$ cat src/hit_pkg.sv
// Shared types, widths and constants of the homography inlier test.
package hit_pkg;

   localparam int MAX_POINTS = 4096;
   localparam int CNT_W      = 13;
   localparam int CNT_LIMIT  = (1 << CNT_W) - 1;
   localparam logic [CNT_W-1:0] COUNT_CAP =
      CNT_W'((MAX_POINTS < CNT_LIMIT) ? MAX_POINTS : CNT_LIMIT);

   localparam int PT_W     = 20;
   localparam int COEF_W   = 32;
   localparam int PERSP_W  = 24;
   localparam int TOL_W    = 16;
   localparam int REQ_W    = 4 * PT_W;
   localparam int RSP_W    = 16;
   localparam int CSR_IDX_W  = 3;
   localparam int CSR_DATA_W = 2 * PERSP_W;

   localparam int MUL_A_W = 32;
   localparam int MUL_B_W = 23;
   localparam int PROD_W  = MUL_A_W + MUL_B_W;
   localparam int NUM_W   = 56;
   localparam int DEN_W   = 48;
   localparam int DIVD_W  = 64;
   localparam int DIVS_W  = 46;
   localparam int QUO_W   = 24;
   localparam int MAG_W   = 22;
   localparam int PROJ_W  = MAG_W + 1;
   localparam int ERR_W   = 24;
   localparam int ABS_W   = 22;
   localparam int DIST_W  = 45;
   localparam int TOL2_W  = 2 * TOL_W;
   localparam int CMP_W   = DIST_W + 8;
   localparam int STEP_W  = 5;

   // numerator carries 28 fraction bits, divisor 34: x1024 for 4 result bits, x2 for rounding
   localparam int NUM_SHIFT = 11;
   localparam int SHIFT_XY  = 16;
   localparam int W_ONE_BIT = 34;
   localparam logic [DEN_W-1:0] W_ONE     = DEN_W'(1) << W_ONE_BIT;
   localparam logic [MAG_W-1:0] CLAMP_MAG = MAG_W'(1) << (MAG_W - 1);

   localparam logic [CSR_IDX_W-1:0] REG_SCALE_XX  = 3'd0;
   localparam logic [CSR_IDX_W-1:0] REG_SHEAR_XY  = 3'd1;
   localparam logic [CSR_IDX_W-1:0] REG_SHIFT_X   = 3'd2;
   localparam logic [CSR_IDX_W-1:0] REG_SHEAR_YX  = 3'd3;
   localparam logic [CSR_IDX_W-1:0] REG_SCALE_YY  = 3'd4;
   localparam logic [CSR_IDX_W-1:0] REG_SHIFT_Y   = 3'd5;
   localparam logic [CSR_IDX_W-1:0] REG_PERSP     = 3'd6;
   localparam logic [CSR_IDX_W-1:0] REG_ERR_TOL   = 3'd7;

   localparam logic [COEF_W-1:0] UNITY_RST   = 32'd16777216;
   localparam logic [TOL_W-1:0]  ERR_TOL_RST = 16'd768;

   typedef enum logic [3:0] {
      MUL_A_SX = 4'd0,
      MUL_B_SY = 4'd1,
      MUL_D_SX = 4'd2,
      MUL_E_SY = 4'd3,
      MUL_G_SX = 4'd4,
      MUL_H_SY = 4'd5,
      MUL_EX   = 4'd6,
      MUL_EY   = 4'd7,
      MUL_TOL  = 4'd8
   } mul_op_type;

   localparam int MAP_OPS = 6;
   localparam int SQR_OPS = 3;
   localparam int DIV_BITS = QUO_W;

   typedef struct packed {
      logic signed [COEF_W-1:0]  scale_xx;
      logic signed [COEF_W-1:0]  shear_xy;
      logic signed [COEF_W-1:0]  shift_x;
      logic signed [COEF_W-1:0]  shear_yx;
      logic signed [COEF_W-1:0]  scale_yy;
      logic signed [COEF_W-1:0]  shift_y;
      logic signed [PERSP_W-1:0] persp_g;
      logic signed [PERSP_W-1:0] persp_h;
      logic [TOL_W-1:0]          err_tol;
   } cfg_type;

   typedef struct packed {
      logic       load;
      logic       mul_en;
      mul_op_type mul_op;
      logic       div_start;
      logic       div_y;
      logic       div_step;
      logic       div_store;
      logic       abs_en;
      logic       finish;
   } cmd_type;

   typedef struct packed {
      logic out_stall;
   } sts_type;

endpackage

$ cat src/hit_dp.sv
// Datapath: shared multiplier, accumulators, restoring divider, distance test, count.
module hit_dp
   import hit_pkg::*;
(
   input  logic             clock,
   input  logic             reset,
   input  cfg_type          cfg,
   input  cmd_type          cmd,
   output sts_type          sts,
   input  logic [REQ_W-1:0] req_tdata,
   input  logic             req_tlast,
   output logic             rsp_tvalid,
   input  logic             rsp_tready,
   output logic [RSP_W-1:0] rsp_tdata,
   output logic             rsp_tlast
);

   logic signed [PT_W-1:0]   src_x_ff, src_y_ff, dst_x_ff, dst_y_ff;
   logic                     last_ff;

   logic signed [NUM_W-1:0]  nx_ff, ny_ff;
   logic signed [DEN_W-1:0]  w_ff;

   logic signed [MUL_A_W-1:0] op_a;
   logic signed [MUL_B_W-1:0] op_b;
   logic signed [PROD_W-1:0]  prod_ff;
   mul_op_type                op_ff;
   logic                      prod_vld_ff;
   logic signed [NUM_W-1:0]   prod_ext;

   logic [NUM_W-1:0]    n_sel, n_mag;
   logic [DEN_W-1:0]    d_mag;
   logic [DIVD_W-1:0]   dvd;
   logic [DIVS_W-1:0]   dvs_n;
   logic                ovf_n;
   logic [DIVS_W-1:0]   rem_ff, dvs_ff;
   logic [QUO_W-1:0]    dvd_lo_ff, quo_ff;
   logic                neg_ff, ovf_ff, zero_ff;
   logic [DIVS_W:0]     trial, diff;
   logic                ge;
   logic [MAG_W-1:0]    mag;
   logic [PROJ_W-1:0]   proj;
   logic [PROJ_W-1:0]   px_ff, py_ff;

   logic [ERR_W-1:0]    ex, ey, ex_mag, ey_mag;
   logic [ABS_W-1:0]    ux_ff, uy_ff;
   logic [DIST_W-1:0]   dist_ff;
   logic [TOL2_W-1:0]   tol2_ff;

   logic                inl;
   logic [CNT_W-1:0]    cnt_next, count_ff;
   logic                rsp_valid_ff, rsp_inl_ff, rsp_last_ff;
   logic [CNT_W-1:0]    rsp_cnt_ff;

   // multiplier operands
   always_comb begin
      unique case (cmd.mul_op)
         MUL_A_SX: begin
            op_a = cfg.scale_xx;
            op_b = {{(MUL_B_W-PT_W){src_x_ff[PT_W-1]}}, src_x_ff};
         end
         MUL_B_SY: begin
            op_a = cfg.shear_xy;
            op_b = {{(MUL_B_W-PT_W){src_y_ff[PT_W-1]}}, src_y_ff};
         end
         MUL_D_SX: begin
            op_a = cfg.shear_yx;
            op_b = {{(MUL_B_W-PT_W){src_x_ff[PT_W-1]}}, src_x_ff};
         end
         MUL_E_SY: begin
            op_a = cfg.scale_yy;
            op_b = {{(MUL_B_W-PT_W){src_y_ff[PT_W-1]}}, src_y_ff};
         end
         MUL_G_SX: begin
            op_a = {{(MUL_A_W-PERSP_W){cfg.persp_g[PERSP_W-1]}}, cfg.persp_g};
            op_b = {{(MUL_B_W-PT_W){src_x_ff[PT_W-1]}}, src_x_ff};
         end
         MUL_H_SY: begin
            op_a = {{(MUL_A_W-PERSP_W){cfg.persp_h[PERSP_W-1]}}, cfg.persp_h};
            op_b = {{(MUL_B_W-PT_W){src_y_ff[PT_W-1]}}, src_y_ff};
         end
         MUL_EX: begin
            op_a = {{(MUL_A_W-ABS_W){1'b0}}, ux_ff};
            op_b = {{(MUL_B_W-ABS_W){1'b0}}, ux_ff};
         end
         MUL_EY: begin
            op_a = {{(MUL_A_W-ABS_W){1'b0}}, uy_ff};
            op_b = {{(MUL_B_W-ABS_W){1'b0}}, uy_ff};
         end
         MUL_TOL: begin
            op_a = {{(MUL_A_W-TOL_W){1'b0}}, cfg.err_tol};
            op_b = {{(MUL_B_W-TOL_W){1'b0}}, cfg.err_tol};
         end
         default: begin
            op_a = '0;
            op_b = '0;
         end
      endcase
   end

   assign prod_ext = {{(NUM_W-PROD_W){prod_ff[PROD_W-1]}}, prod_ff};

   // divider set-up: magnitudes, x2048 numerator plus divisor for round-half-up
   always_comb begin
      n_sel = cmd.div_y ? ny_ff : nx_ff;
      n_mag = n_sel[NUM_W-1] ? (~n_sel + NUM_W'(1)) : n_sel;
      d_mag = w_ff[DEN_W-1] ? (~w_ff + DEN_W'(1)) : w_ff;
      dvd   = (DIVD_W'(n_mag) << NUM_SHIFT) + DIVD_W'(d_mag);
      dvs_n = {d_mag[DIVS_W-2:0], 1'b0};
      ovf_n = DIVS_W'(dvd[DIVD_W-1:QUO_W]) >= dvs_n;
   end

   // one quotient bit per beat of the step command
   always_comb begin
      trial = {rem_ff, dvd_lo_ff[QUO_W-1]};
      diff  = trial - {1'b0, dvs_ff};
      ge    = (trial >= {1'b0, dvs_ff});
   end

   always_comb begin
      if (ovf_ff || (quo_ff > QUO_W'(CLAMP_MAG))) begin
         mag = CLAMP_MAG;
      end else begin
         mag = quo_ff[MAG_W-1:0];
      end
      if (zero_ff) begin
         proj = '0;
      end else if (neg_ff) begin
         proj = ~{1'b0, mag} + PROJ_W'(1);
      end else begin
         proj = {1'b0, mag};
      end
   end

   always_comb begin
      ex     = {{(ERR_W-PT_W){dst_x_ff[PT_W-1]}}, dst_x_ff} - {px_ff[PROJ_W-1], px_ff};
      ey     = {{(ERR_W-PT_W){dst_y_ff[PT_W-1]}}, dst_y_ff} - {py_ff[PROJ_W-1], py_ff};
      ex_mag = ex[ERR_W-1] ? (~ex + ERR_W'(1)) : ex;
      ey_mag = ey[ERR_W-1] ? (~ey + ERR_W'(1)) : ey;
   end

   always_comb begin
      inl = {dist_ff, 8'b0} <= CMP_W'(tol2_ff);
      if (inl && (count_ff < COUNT_CAP)) begin
         cnt_next = count_ff + 1'b1;
      end else begin
         cnt_next = count_ff;
      end
   end

   // payload registers
   always_ff @(posedge clock) begin
      if (cmd.load) begin
         src_x_ff <= req_tdata[PT_W-1:0];
         src_y_ff <= req_tdata[2*PT_W-1:PT_W];
         dst_x_ff <= req_tdata[3*PT_W-1:2*PT_W];
         dst_y_ff <= req_tdata[4*PT_W-1:3*PT_W];
         last_ff  <= req_tlast;
         nx_ff    <= {{(NUM_W-COEF_W-SHIFT_XY){cfg.shift_x[COEF_W-1]}},
                      cfg.shift_x, {SHIFT_XY{1'b0}}};
         ny_ff    <= {{(NUM_W-COEF_W-SHIFT_XY){cfg.shift_y[COEF_W-1]}},
                      cfg.shift_y, {SHIFT_XY{1'b0}}};
         w_ff     <= W_ONE;
      end else if (prod_vld_ff) begin
         case (op_ff) inside
            MUL_A_SX, MUL_B_SY: nx_ff <= nx_ff + prod_ext;
            MUL_D_SX, MUL_E_SY: ny_ff <= ny_ff + prod_ext;
            MUL_G_SX, MUL_H_SY: w_ff  <= w_ff + prod_ff[DEN_W-1:0];
            default: ;
         endcase
      end

      prod_ff <= op_a * op_b;
      op_ff   <= cmd.mul_op;

      if (prod_vld_ff) begin
         case (op_ff)
            MUL_EX:  dist_ff <= prod_ff[DIST_W-1:0];
            MUL_EY:  dist_ff <= dist_ff + prod_ff[DIST_W-1:0];
            MUL_TOL: tol2_ff <= prod_ff[TOL2_W-1:0];
            default: ;
         endcase
      end

      if (cmd.div_start) begin
         neg_ff    <= n_sel[NUM_W-1] ^ w_ff[DEN_W-1];
         zero_ff   <= (w_ff == '0);
         ovf_ff    <= ovf_n;
         dvs_ff    <= dvs_n;
         rem_ff    <= DIVS_W'(dvd[DIVD_W-1:QUO_W]);
         dvd_lo_ff <= dvd[QUO_W-1:0];
         quo_ff    <= '0;
      end else if (cmd.div_step) begin
         rem_ff    <= ge ? diff[DIVS_W-1:0] : trial[DIVS_W-1:0];
         dvd_lo_ff <= {dvd_lo_ff[QUO_W-2:0], 1'b0};
         quo_ff    <= {quo_ff[QUO_W-2:0], ge};
      end

      if (cmd.div_store) begin
         if (cmd.div_y) begin
            py_ff <= proj;
         end else begin
            px_ff <= proj;
         end
      end

      if (cmd.abs_en) begin
         ux_ff <= ex_mag[ABS_W-1:0];
         uy_ff <= ey_mag[ABS_W-1:0];
      end

      if (cmd.finish) begin
         rsp_inl_ff  <= inl;
         rsp_cnt_ff  <= cnt_next;
         rsp_last_ff <= last_ff;
      end
   end

   // control registers
   always_ff @(posedge clock) begin
      if (reset) begin
         prod_vld_ff  <= 1'b0;
         count_ff     <= '0;
         rsp_valid_ff <= 1'b0;
      end else begin
         prod_vld_ff <= cmd.mul_en;
         if (cmd.finish) begin
            count_ff     <= last_ff ? '0 : cnt_next;
            rsp_valid_ff <= 1'b1;
         end else if (rsp_tready) begin
            rsp_valid_ff <= 1'b0;
         end
      end
   end

   assign sts.out_stall = rsp_valid_ff && !rsp_tready;
   assign rsp_tvalid    = rsp_valid_ff;
   assign rsp_tdata     = {{(RSP_W-CNT_W-1){1'b0}}, rsp_cnt_ff, rsp_inl_ff};
   assign rsp_tlast     = rsp_last_ff;

   a_no_overwrite: assert property (@(posedge clock) disable iff (reset)
      cmd.finish |-> !sts.out_stall)
      else $error("result written over an untaken beat");

   a_count_cap: assert property (@(posedge clock) disable iff (reset)
      count_ff <= COUNT_CAP)
      else $error("inlier count above cap");

   a_set_clear: assert property (@(posedge clock) disable iff (reset)
      (cmd.finish && last_ff) |=> (count_ff == '0))
      else $error("count not cleared after last pair");

   a_rsp_shown: assert property (@(posedge clock) disable iff (reset)
      cmd.finish |=> (rsp_tvalid && (rsp_tdata[CNT_W:1] == $past(cnt_next))))
      else $error("result beat not presented");

endmodule

$ cat config.mk
export PLATFORM = sky130hd
export DESIGN_NAME = hit_dp
export DESIGN_NICKNAME = d
export VERILOG_FILES = /design/src/hit_pkg.sv /design/src/hit_dp.sv
export SDC_FILE = /design/constraint.sdc
export NUM_CORES = 2
export LEC_CHECK = 0
export ABC_CLOCK_PERIOD_IN_PS = 29500
export BUFFER_PORTS_ARGS = -buffer_cell sky130_fd_sc_hd__buf_4
export CAP_MARGIN = 40
export CORE_ASPECT_RATIO = 1.1
export CORE_MARGIN = 1.5
export CORE_UTILIZATION = 32
export DETAILED_ROUTE_END_ITERATION = 6
export PLACE_DENSITY = 0.55
export SYNTH_ARGS = -nofsm -noshare
export SYNTH_HDL_FRONTEND = slang
export SYNTH_SLANG_ARGS = --single-unit
$ cat constraint.sdc
create_clock -name clock -period 29.5 [get_ports clock]
set_input_delay 4.425 -clock clock [delete_from_list [all_inputs] [get_ports clock]]
set_output_delay 4.425 -clock clock [all_outputs]
set_load 0.005 [all_outputs]
# == Yosys cells after proc, flatten, opt, wreduce, memory -nomap -nowiden ==
# Cells that the tools add are included.
# W data, S select, Z words.
# op_classes
addsub,14
mul,1
magnitude_cmp,5
eq_ne,17
n_mux,27
n_bitwise,9
n_reduce_logical,27
# op_table
operator,count
$mux W56,8
$pmux W32 S9,1
$pmux W23 S5,1
$add A56 B55 Y56,2
$pmux W45 S2,1
$mux W40,2
$mux W22,3
$add A64 B48 Y64,1
$mul A32 B23 Y55,1
$add A53 B1 Y53 const B,1
$le A53 B32 Y1,1
$mux W53,1
$not A53 Y53,1
$add A48 B2 Y48 const B,1
$add A48 B48 Y48,1
$logic_not A48 Y1,1
$mux W24,2
$mux W48,1
$not A48 Y48,1
$sub A20 B23 Y24,2
$ge A47 B46 Y1,1
$ge A40 B46 Y1,1
$mux W23,2
$mux W46,1
28 further kinds,62
# totals
ff_bits,639
inputBits,352
wordCells,132

# == Depth between registers and ports, before layout ==
# depth
depth_word,7
depth_mapped,42

# == Least setup slack after synthesis ==
# Ideal clock, no wire load.
# synth_path
kind,in2reg
startpoint,input cmd[7] (netlist name)
endpoint,register prod_ff[53]
arrival_time_ps,13331
required_ps,29377
setup_slack_ps,16046
path_stages,30
path_buffers,4
path_cell_list,clkbuf_1 clkbuf_1 clkbuf_1 mux2i_1 o21ai_0 a2111oi_0 clkbuf_1 nand2_1 fa_1 fa_1 inv_1 fa_1 fa_1 fa_1 fa_1 inv_1 fa_1 inv_1 ha_1 a21o_1 a21o_1 a21oi_1 o21ai_0 a21oi_1 a21oi_1 o211ai_1 o21ai_0 a41oi_1 o21bai_1 xor2_1
# synth_via
elab_chain_cells,4
# synth_rtl
element,line,text
start: declaration,hit_dp.sv:8,"input cmd_type cmd,"
$eq A4 B3 Y1 (tied with other cells),hit_dp.sv:57,unique case (cmd.mul_op)
$reduce_or A3 Y1 (no source line),-,
$pmux W23 S5,hit_dp.sv:57,
$mul A32 B23 Y55 (*),hit_dp.sv:173,prod_ff <= op_a * op_b;
end signal: assignment,hit_dp.sv:173,
end: declaration,hit_dp.sv:26,logic signed [PROD_W-1:0] prod_ff;
# Mark *: on every way between the ends. The rest lies on a longest branch, timed or not.
# A chain may end at the register's enable or synchronous reset.

# == Worst setup path after layout ==
# Same ends and word-level chain as after synthesis.

==> impl_metrics.csv <==
group,metric,value,unit
status,outcome,"completed",
clocking,cts_htree_levels,3,
timing,clock_skew,0.107,ns
placement,port-buffer-count,368,
placement,hpwl,207,mm
timing,rsz0062_at_grt,"false",
global_routing,antenna_found_initial,10,
floorplan,fp-row-count,183,
clocking,worst_skew_pair.late_latency,0.78,ns
timing,relSlewSlack,23.0,%
yosys,synth_top_area_cell,"fa_1",
timing,hold_violations,0,
power_and_ir_drop,power_density,82.5,nW/um2
global_routing,first_global_vias,61500,
timing,setup_viol,0,
worst_setup_path,required,30.13,ns
power_and_ir_drop,netSwitchingFraction,47.8,%
worst_setup_path,cp_slowest_cell,"a22oi_1",
detailed_routing,dr.pass1.iters,7,
layout,fill_cells,22900,
detailed_routing,drc,0,
timing,min_period,13.90,ns
timing,postLayoutSetupSlackWorst,15.60,ns
worst_setup_path,critical_path_class,"input pin to flip-flop",
yosys,syn_inst,8149,
clocking,clkSinkCount,639,
yosys,ys_ff_latch,639,
timing,tightest_slew,1.15,ns
power_and_ir_drop,p_leak,37.5,nW
yosys,synthTopCellsByCount,"1145 x inv_1, 976 x nand2_1, 762 x fa_1",
detailed_routing,viasPerCell,5.27,
detailed_routing,post_drt_wl_per_cell,22.5,um
clocking,clockBufferDepth,3,
timing,fin_crit_sh,47.1,%
power_and_ir_drop,netSwitchingPower,0.00324,W
yosys,synth_top_area_share,21.0,%
yosys,syn_area,72800,um2
yosys,synth_cell_types,105,
hold_path,min_path_type,"flip-flop to flip-flop",
global_routing,grt_pass1_wl,383,mm
detailed_routing,vias,60300,
worst_setup_path,critPathMaxStageDelay,0.90,ns
clocking,ctsHoldBuffers,0,
global_routing,grt_max_degree,85,
clocking,cts_tree,"done",
yosys,synth-seq-area-share,23.8,%
global_routing,grt_usage,22.0,%
yosys,synth_area_leaders,"fa_1 21%, edfxtp_1 19%, ha_1 9.3%",
timing,maxSlewViolCount,0,
worst_setup_path,crit_fanout,37,
clocking,cts_inserted_buffers,82,
detailed_routing,routed_wl,258,mm
timing,tns,0,ns
layout,post-route-util,36.4,%
yosys,ys_warn_count,0,
yosys,yosysMostFrequentCell,"inv_1",
detailed_routing,dr.first_iter.drc_count,4477,
power_and_ir_drop,clkPwrFrac,16.2,%
floorplan,core,226000,um2
worst_setup_path,end_kind,"flip-flop",
detailed_routing,final_antenna_net_count,0,
timing,fmax,72.0,MHz
placement,place_worst_setup_slack,14.89,ns
yosys,synth-edff-count,455,
clocking,cts-resized-gates,0,
power_and_ir_drop,p_int,0.00354,W
yosys,async_flop_share,0,%
placement,place.gp.congestion,0.980,
clocking,clkSlewWorstSetupHoldPaths,0.06,ns
clocking,clockRootBuffer,"clkbuf_16",
power_and_ir_drop,p_seq_share,19.1,%
worst_setup_path,cp-start-kind,"input pin",
worst_setup_path,cp_data_arrival_time,14.52,ns
flow_run,drv_cap,0,
floorplan,start_util,32.2,%
worst_setup_path,critPathMostFrequentCell,"fa_1",
power_and_ir_drop,share_comb_of_total_power,64.7,%
layout,layout.nets,10100,
yosys,synth-main-ff-cell,"edfxtp_1",
layout,drive_gt1_share,9.02,%
power_and_ir_drop,ir_drop,0.0000917,V
clocking,post-cts-setup-buffers,0,
yosys,avgSynthCellArea,8.93,um2
layout,areaGrowthSynthToFinish,13.0,%
global_routing,grt_overflow_total,0,
floorplan,floorplan.die_area,230000,um2
floorplan,io_pins,371,
floorplan,die-height,503,um
floorplan,die_w,458,um
[flip-flops by register name, indices dropped and copies added (netlist names), 23 cells and up]
signal and flops:
w_ff 48, py_ff 23, rem_ff 46, quo_ff 24
px_ff 23, ny_ff 56, nx_ff 56, tol2_ff 32
dist_ff 45, prod_ff 55, dvs_ff 45, dvd_lo_ff 24
[per-layer routing]
metal	GRT usage [%]	up-vias	share of wire, %	wire [um]
met3	3.77	452	6.6	17000
met4	12.7	4	6.4	16500
met1	27.2	29800	41	105000
met5	0	-	0.026	67
met2	36.4	2070	46	119000
li1	-	28100	-	-
[cell usage in the layout, fill, tap and decap left out, types with 21 or more instances in the layout]
cell | synthesis | layout
nand4_1 | 56 | 56
xnor2_1 | 320 | 320
o21ai_0 | 402 | 402
nor2b_1 | 61 | 60
fa_1 | 762 | 762
nand2_1 | 976 | 972
nand2b_1 | 87 | 85
ha_1 | 541 | 541
o31ai_1 | 51 | 51
a211oi_1 | 46 | 45
and2_1 | 76 | 74
mux2_2 | 40 | 40
a41oi_1 | 23 | 23
xor2_1 | 185 | 185
edfxtp_1 | 455 | 455
nor2_1 | 602 | 601
nor4_1 | 30 | 28
nand3_1 | 100 | 100
nor3_1 | 99 | 96
a222oi_1 | 24 | 24
nor3b_1 | 28 | 25
a21oi_1 | 529 | 528
mux2i_1 | 98 | 97
dfxtp_1 | 184 | 184
o21bai_1 | 44 | 44
buf_4 | 4 | 476
a31oi_1 | 59 | 59
a221o_1 | 30 | 29
clkbuf_16 | 0 | 83
a22oi_1 | 21 | 21
and3_1 | 61 | 61
or3_1 | 40 | 40
o211ai_1 | 49 | 49
inv_1 | 1145 | 1144
a21o_1 | 236 | 236
o21a_1 | 75 | 74
[through the flow]
stage / power (W) / hold slack (ns) / area, um2 / std cells
after floorplan: 0.00439 / 0.449 / 72800 / 8150
after global placement: 0.00560 / 0.467 / 79000 / 11300
after detailed placement: 0.00566 / 0.477 / 79300 / 11300
after CTS: 0.00680 / 0.493 / 82200 / 11400
after global routing: 0.00735 / 0.513 / 82200 / 11400
final: 0.00679 / 0.489 / 82200 / 11400
[power groups by stage]
| stage | Clock [W] | Sequential [W] | Combinational (W) |
|---|---|---|---|
| after global routing | 0.00116 | 0.00131 | 0.00489 |
| final | 0.00110 | 0.00130 | 0.00439 |
| after CTS | 0.00113 | 0.00130 | 0.00437 |
| after detailed placement | 0 | 0.00132 | 0.00434 |
| after floorplan | 0 | 0.00123 | 0.00316 |
| after global placement | 0 | 0.00132 | 0.00428 |
[area by class of cell]
type	instances	area (um2)	area share (%)
antenna	6	15.0	0.0183
inverter	1146	4300	5.23
clock inverter	48	647	0.786
tap	2960	3700	4.50
clock buffer	106	2280	2.78
sequential	639	17300	21.1
timing repair buffer	497	3900	4.74
multi-input combinational	6046	50000	60.9
[worst paths after layout]
path              depth (start not counted)  startpoint  slack [ns]           to
setup reg to reg                         26    uy_ff[6]       20.20  prod_ff[42]
hold reg to reg                           2  quo_ff[23]        0.49   quo_ff[23]
hold / removal                            2  quo_ff[23]        0.49   quo_ff[23]
setup / recovery                         32      cmd[7]       15.60  prod_ff[53]
[critical path: cells and delay by family]
family | cells | cell delay, ns
buf+inv | 10 | 1.83
fa+ha+maj | 8 | 3.63
xor+xnor | 1 | 0.15
compound gates | 9 | 3.61
simple gates | 4 | 0.76
[logic make-up (layout without fill, tap and decap cells)]
group,Yosys count,in the layout,share of synthesized area [%]
simple gates,2309,2309,14.4
compound gates,1785,1785,15.7
buf+inv,1465,1797,7.61
fa+ha+maj,1303,1303,30.3
flops,639,639,23.8
xor+xnor,507,507,6.13
mux,140,140,2.02
other cells,1,8,0.00515
Note: power is estimated with default switching activity, not from simulation.
